File: config.mk
export PLATFORM = sky130hd
export DESIGN_NAME = tfwc_front
export DESIGN_NICKNAME = d
export VERILOG_FILES = /design/src/tfwc_pkg.sv /design/src/tfwc_front.sv
export SDC_FILE = /design/constraint.sdc
export NUM_CORES = 1
export LEC_CHECK = 0
export BUFFER_PORTS_ARGS = -buffer_cell sky130_fd_sc_hd__buf_2
export CORE_MARGIN = 5
export CORE_UTILIZATION = 45
export CTS_CLUSTER_SIZE = 16
export DETAILED_ROUTE_END_ITERATION = 8
export GPL_ROUTABILITY_DRIVEN = 0
export PLACE_DENSITY = 0.67
export SYNTH_ARGS = -nofsm -noshare
export SYNTH_HDL_FRONTEND = slang
export SYNTH_SLANG_ARGS = --single-unit
File: constraint.sdc
create_clock -name aclk -period 11.7 [get_ports aclk]
set_input_delay 1.17 -clock aclk [delete_from_list [all_inputs] [get_ports aclk]]
set_output_delay 1.17 -clock aclk [all_outputs]
set_load 0.02 [all_outputs]
File: src/tfwc_pkg.sv
// Shared types and constants of the timestamp frame window cache.
`default_nettype none

package tfwc_pkg;

    // Command field codes
    localparam logic [1:0] CMD_APPEND = 2'd0;
    localparam logic [1:0] CMD_LOOKUP = 2'd1;
    localparam logic [1:0] CMD_CLEAR  = 2'd2;
    localparam logic [1:0] CMD_MARK   = 2'd3;

    // Result status codes
    localparam logic [1:0] ST_OK    = 2'd0;
    localparam logic [1:0] ST_ORDER = 2'd1;
    localparam logic [1:0] ST_RANGE = 2'd2;
    localparam logic [1:0] ST_FULL  = 2'd3;

    localparam int COUNT_BITS     = 7;
    localparam int EVICT_MIN_HELD = 2;
    localparam int QUEUE_DEPTH    = 2;

    typedef enum logic [1:0] {
        OP_APPEND,
        OP_LOOKUP,
        OP_CLEAR,
        OP_MARK
    } op_t;

    // Front to back: head of the command queue
    typedef struct packed {
        logic valid;
        op_t  op;
    } cmd_ctl_t;

endpackage

`default_nettype wire

File: src/tfwc_front.sv
// Input side: accepts command words, decodes the command and queues them.
`default_nettype none

module tfwc_front #(
    parameter int STAMP_BITS  = 48,
    parameter int HANDLE_BITS = 16
) (
    input  wire logic                   aclk,
    input  wire logic                   aresetn,
    input  wire logic                   s_valid,
    output logic                        s_ready,
    input  wire logic [1:0]             s_command,
    input  wire logic [STAMP_BITS-1:0]  s_item_ts,
    input  wire logic [HANDLE_BITS-1:0] s_frame_handle,
    input  wire logic [STAMP_BITS-1:0]  s_guard_ts,
    output tfwc_pkg::cmd_ctl_t          q_ctl,
    output logic      [STAMP_BITS-1:0]  q_item_ts,
    output logic      [HANDLE_BITS-1:0] q_frame_handle,
    output logic      [STAMP_BITS-1:0]  q_guard_ts,
    input  wire logic                   q_ready
);

    localparam int DEPTH = tfwc_pkg::QUEUE_DEPTH;
    localparam int PTR_W = (DEPTH > 1) ? $clog2(DEPTH) : 1;
    localparam int FILL_W = $clog2(DEPTH + 1);

    tfwc_pkg::op_t          op_reg     [DEPTH];
    logic [STAMP_BITS-1:0]  ts_reg     [DEPTH];
    logic [HANDLE_BITS-1:0] handle_reg [DEPTH];
    logic [STAMP_BITS-1:0]  guard_reg  [DEPTH];

    logic [PTR_W-1:0]  wr_ptr_reg, wr_ptr_next;
    logic [PTR_W-1:0]  rd_ptr_reg, rd_ptr_next;
    logic [FILL_W-1:0] fill_reg, fill_next;

    tfwc_pkg::op_t in_op;
    logic          push;
    logic          pop;

    always_comb begin
        unique case (s_command)
            tfwc_pkg::CMD_APPEND: in_op = tfwc_pkg::OP_APPEND;
            tfwc_pkg::CMD_LOOKUP: in_op = tfwc_pkg::OP_LOOKUP;
            tfwc_pkg::CMD_CLEAR:  in_op = tfwc_pkg::OP_CLEAR;
            default:              in_op = tfwc_pkg::OP_MARK;
        endcase
    end

    assign s_ready = (fill_reg != FILL_W'(DEPTH));
    assign push    = s_valid && s_ready;
    assign pop     = q_ctl.valid && q_ready;

    always_comb begin
        wr_ptr_next = wr_ptr_reg;
        rd_ptr_next = rd_ptr_reg;
        fill_next   = fill_reg;
        if (push) begin
            wr_ptr_next = (wr_ptr_reg == PTR_W'(DEPTH - 1)) ? '0 : wr_ptr_reg + PTR_W'(1);
        end
        if (pop) begin
            rd_ptr_next = (rd_ptr_reg == PTR_W'(DEPTH - 1)) ? '0 : rd_ptr_reg + PTR_W'(1);
        end
        if (push && !pop) begin
            fill_next = fill_reg + FILL_W'(1);
        end else if (pop && !push) begin
            fill_next = fill_reg - FILL_W'(1);
        end
    end

    always_ff @(posedge aclk) begin
        if (!aresetn) begin
            wr_ptr_reg <= '0;
            rd_ptr_reg <= '0;
            fill_reg   <= '0;
        end else begin
            wr_ptr_reg <= wr_ptr_next;
            rd_ptr_reg <= rd_ptr_next;
            fill_reg   <= fill_next;
        end
        if (push) begin
            op_reg[wr_ptr_reg]     <= in_op;
            ts_reg[wr_ptr_reg]     <= s_item_ts;
            handle_reg[wr_ptr_reg] <= s_frame_handle;
            guard_reg[wr_ptr_reg]  <= s_guard_ts;
        end
    end

    assign q_ctl.valid    = (fill_reg != '0);
    assign q_ctl.op       = op_reg[rd_ptr_reg];
    assign q_item_ts      = ts_reg[rd_ptr_reg];
    assign q_frame_handle = handle_reg[rd_ptr_reg];
    assign q_guard_ts     = guard_reg[rd_ptr_reg];

endmodule

`default_nettype wire

# Word level (Yosys, flattened, before mapping)
# Memories as Yosys holds them, arrays and structs flattened. A register that Yosys moved wholly into a read port is not among the register bits.
# Index checks and enable logic that the tools add are counted.
# word_totals
n_memories	4
output_inout_bits	116
register_bits	4
in_bits	118
mem_bits_rw	228
wordCells	38
# op_classes
muxes	15
reduce_logical	9
eq_ne	3
n_addsub	4
# memory_table
name	depth	width	rd	rd_ports_with_merged_regs	wr	line	rtl
guard_reg	2	48	1	1	1	tfwc_front.sv:30	logic [STAMP_BITS-1:0] guard_reg [DEPTH];
ts_reg	2	48	1	1	1	tfwc_front.sv:28	logic [STAMP_BITS-1:0] ts_reg [DEPTH];
handle_reg	2	16	1	1	1	tfwc_front.sv:29	logic [HANDLE_BITS-1:0] handle_reg [DEPTH];
op_reg	2	2	1	1	1	tfwc_front.sv:27	tfwc_pkg::op_t op_reg [DEPTH];
# op_table
operator	count
$mux W1	12
$pmux W2 S3	1
$logic_and A1 B1 Y1	4
$mux W2	2
$reduce_bool A2 Y1	2
$add A1 B1 Y1 const B	2
$add A2 B1 Y2 const B	1
$eq A2 B1 Y1 const B	1
$eq A2 B2 Y1 const B	1
$logic_not A1 Y1	2
$logic_not A2 Y1	1
$ne A2 B2 Y1 const B	1
$sub A2 B1 Y2 const B	1

# Logic depth before layout (Yosys ltp)
# depth
word_depth	6
ltp_mapped	6
mapped_depth_nobuf	6

# Worst setup path after synthesis
# No wires, ideal clock.
# synth_path
kind	input port to flip-flop
start	input port s_valid
end	memory guard_reg[1][0] (enable)
t_required_ps	11213
n_path_buf	0
path_slack_ps	7362
setup_ps	487
arrival_time_ps	3851
stages	1
path_cell_list	and3_1
# synth_via
elab_chain_len	3
# synth_lines
item	line	rtl
from (decl)	tfwc_front.sv:10	input wire logic s_valid,
$logic_and A1 B1 Y1	tfwc_front.sv:50	assign push = s_valid && s_ready;
$mux W1	tfwc_front.sv:80	if (push) begin
$mux W1 (not written as such)	tfwc_front.sv:84	guard_reg[wr_ptr_reg] <= s_guard_ts;
to (decl)	tfwc_front.sv:30	
# No other way between the ends.

==> impl_metrics.ini <==
[sta]
setup-violations-final = 0
finalMaxSlewViolations = 0
timing_hold_violations_final = 0
clock-skew-final_ps = 17.8
final_period_minus_worst_setup_slack_ps = 4110
fin_ws_ps = 7590
timing.hold.ws_ps = 576
rsz_0062_raised_after_global_routing = false
timing_worst_slew_pin_value_ps = 1170
timing.max_slew.rel_slack_pct = 22.2
fin_crit_sh_pct = 35.2
setup_tns_ps = 0
highest_achievable_clock_rate_mhz = 243

[clocking]
cts_tree = yes
cts_made_buffers = 25
cts.repair.resized = 0
cts_root_buffer = clkbuf_16
cts_sinks = 233
post-cts-setup-buffer-count = 0
cts.clk_slew.worst_paths_ps = 60
cts-htree-levels = 1
worstSkewPairLatency_ps = 510
post_cts_hold_buffer_count = 0
clock_tree.buffer_depth = 3

[global_route]
gr-total-overflow = 0
grt_max_degree = 85
grt_antenna_before_repair = 2
grt_first_pass_wirelength_um = 25300
grt.total_usage_pct = 14.4
number_of_global_route_vias_before_repair = 4829

[cells_and_area]
area.growth.synth_to_final_pct = 25.3
final_core_util_pct = 56.7
fillers = 1503
finalInstanceArea_um2 = 10900
drive_above_1_share_pct = 61.1
final_cell_count_no_fill = 911
final_net_count = 748

[synth]
synth_sequential_area_ratio_pct = 79.6
yosysTopAreaCell = edfxtp_1
netlist_instances = 381
postSynth.topFlopCell = edfxtp_1
yosys_warnings = 0
synth-edff-count = 228
synth_top_cells_by_count = 228 x edfxtp_1, 60 x mux2_4, 54 x mux2_2
mapped_avg_cell_area_um2 = 22.9
synth_fp_nets = 500
post_synth_instance_area_um2 = 8720
most_common_cell_in_the_netlist = edfxtp_1
synth.top_cell.area_share_pct = 78.5
postSynth.asyncResetShare_pct = 0
netlist_top_cells_area = edfxtp_1 78%, mux2_4 10%, mux2_2 7.0%
unique_masters_post_synth = 23
ff_latch_count_synth = 233

[floorplanning]
die_width_um = 149
total_number_of_placement_rows = 51
floorplan.die.height_um = 149
fp.dieArea_um2 = 22300
num_io_pins = 234
initial_core_util_pct = 45.3
core_region_area_um2 = 19300

[pwr]
p_int_mw = 1.79
power.density_nw_per_um2 = 230
power_leakage_nw = 4.19
register_share_of_total_power_pct = 43.9
total_power_mw = 2.51
ir_worst_vdd_uv = 139
power_frac_clock_pct = 30.2
swShare_pct = 28.7
power.share.combinational_pct = 25.9
total_switching_power_mw = 0.722

[detailed_routing]
detail-route-antenna-nets = 0
vias = 4322
dr.pass1.iters = 4
drt-initial-drc-count = 179
routedWlPerCell_um = 18.2
avgViaCountPerCell = 4.74
drt_drc_violations_left = 0
finalWirelength_um = 16600

[placement]
port_buffers = 233
detailed_place.area_um2 = 10100
place_hpwl_um = 11200
numPlacedInstances = 867
pre_cts_slack_ps = 8050

[worst_hold_path]
hold_path_end = fill_reg[1]
worstHoldPathCells = 2
hold_path_startpoint = fill_reg[1]
min_path_type = reg -> reg

[status]
outcome = completed

[critical_path]
critical_path_class = reg -> out
critical_path_arrival_ps = 2940
r2r-end = guard_reg[1][1]
endpoint_kind = primary output
crit_path_start_kind = flip-flop
critical_path.reg2reg.startpoint = fill_reg[0]
slack_of_the_worst_reg_to_reg_path_ps = 9180
r2r.worst_path.cells = 3
critPathMaxFanout = 60
crit_required_ps = 10530

[job]
drv_cap = 0
[layout by cell type, fill, tap and decap left out, drive strengths merged]
| cell type | instances |
|---|---|
| inv | 3 |
| o21ai | 2 |
| and2 | 4 |
| ha | 1 |
| bufinv | 3 |
| diode | 1 |
| xor2 | 1 |
| a21bo | 1 |
| edfxtp | 228 |
| dfxtp | 5 |
| or3 | 1 |
| mux2 | 114 |
| or2 | 1 |
| nand3b | 1 |
| clkinv | 9 |
| and3 | 1 |
| xnor2 | 2 |
| clkbuf | 29 |
| buf | 236 |
| nand2b | 1 |
| a21boi | 2 |
[cell families after synthesis]
| logic type | after synthesis | synth area share (%) |
|---|---|---|
| flip-flops | 233 | 79.6 |
| multiplexers | 114 | 17.3 |
| buffers and inverters | 16 | 1.49 |
| AND/OR/NAND/NOR | 9 | 0.746 |
| AO/OA/AOI/OAI | 5 | 0.402 |
| XOR/XNOR | 3 | 0.301 |
| adder cells (fa/ha/maj) | 1 | 0.143 |
[cell type report]
| type | instances | area (µm²) | area share, % |
|---|---|---|---|
| repair buffers | 236 | 1190 | 10.9 |
| multi-input cells | 132 | 1650 | 15.1 |
| clock inverters | 14 | 158 | 1.44 |
| inverters | 1 | 6.26 | 0.0572 |
| clock buffers | 29 | 641 | 5.86 |
| flip-flops and latches | 233 | 6950 | 63.6 |
| well taps | 265 | 332 | 3.03 |
| diodes | 1 | 2.50 | 0.0229 |
[worst max-delay path by stage]
stage | end | depth (start not counted) | slack (ps) | from
floorplan | guard_reg[1][0] | 1 | 7360 | s_valid
global placement | q_item_ts[22] | 3 | 8090 | flip-flop
detailed placement | q_item_ts[22] | 3 | 8050 | flip-flop
CTS | q_item_ts[22] | 3 | 7490 | flip-flop
global route | q_item_ts[22] | 3 | 7420 | flip-flop
finish | q_item_ts[22] | 3 | 7590 | flip-flop
[power groups by stage]
stage / combinational, mW / clock [mW] / sequential, mW
floorplan: 0.507 / 0 / 1.09
finish: 0.652 / 0.758 / 1.10
detailed placement: 0.661 / 0 / 1.12
global route: 0.695 / 0.819 / 1.12
CTS: 0.663 / 0.782 / 1.11
global placement: 0.653 / 0 / 1.12
[per-layer routing]
layer / track usage [%] / wire [µm]
met2: 24.3 / 8070
met1: 17.5 / 6360
met4: 3.84 / 395
met3: 5.71 / 1740
met5: 0 / 25
[worst max-delay path: stages, from the launching register on]
cell and delay [ps]:
dfxtp_4 920, buf_4 860, mux2_2 420, buf_2 160
Note: power is estimated with default switching activity, not from simulation.
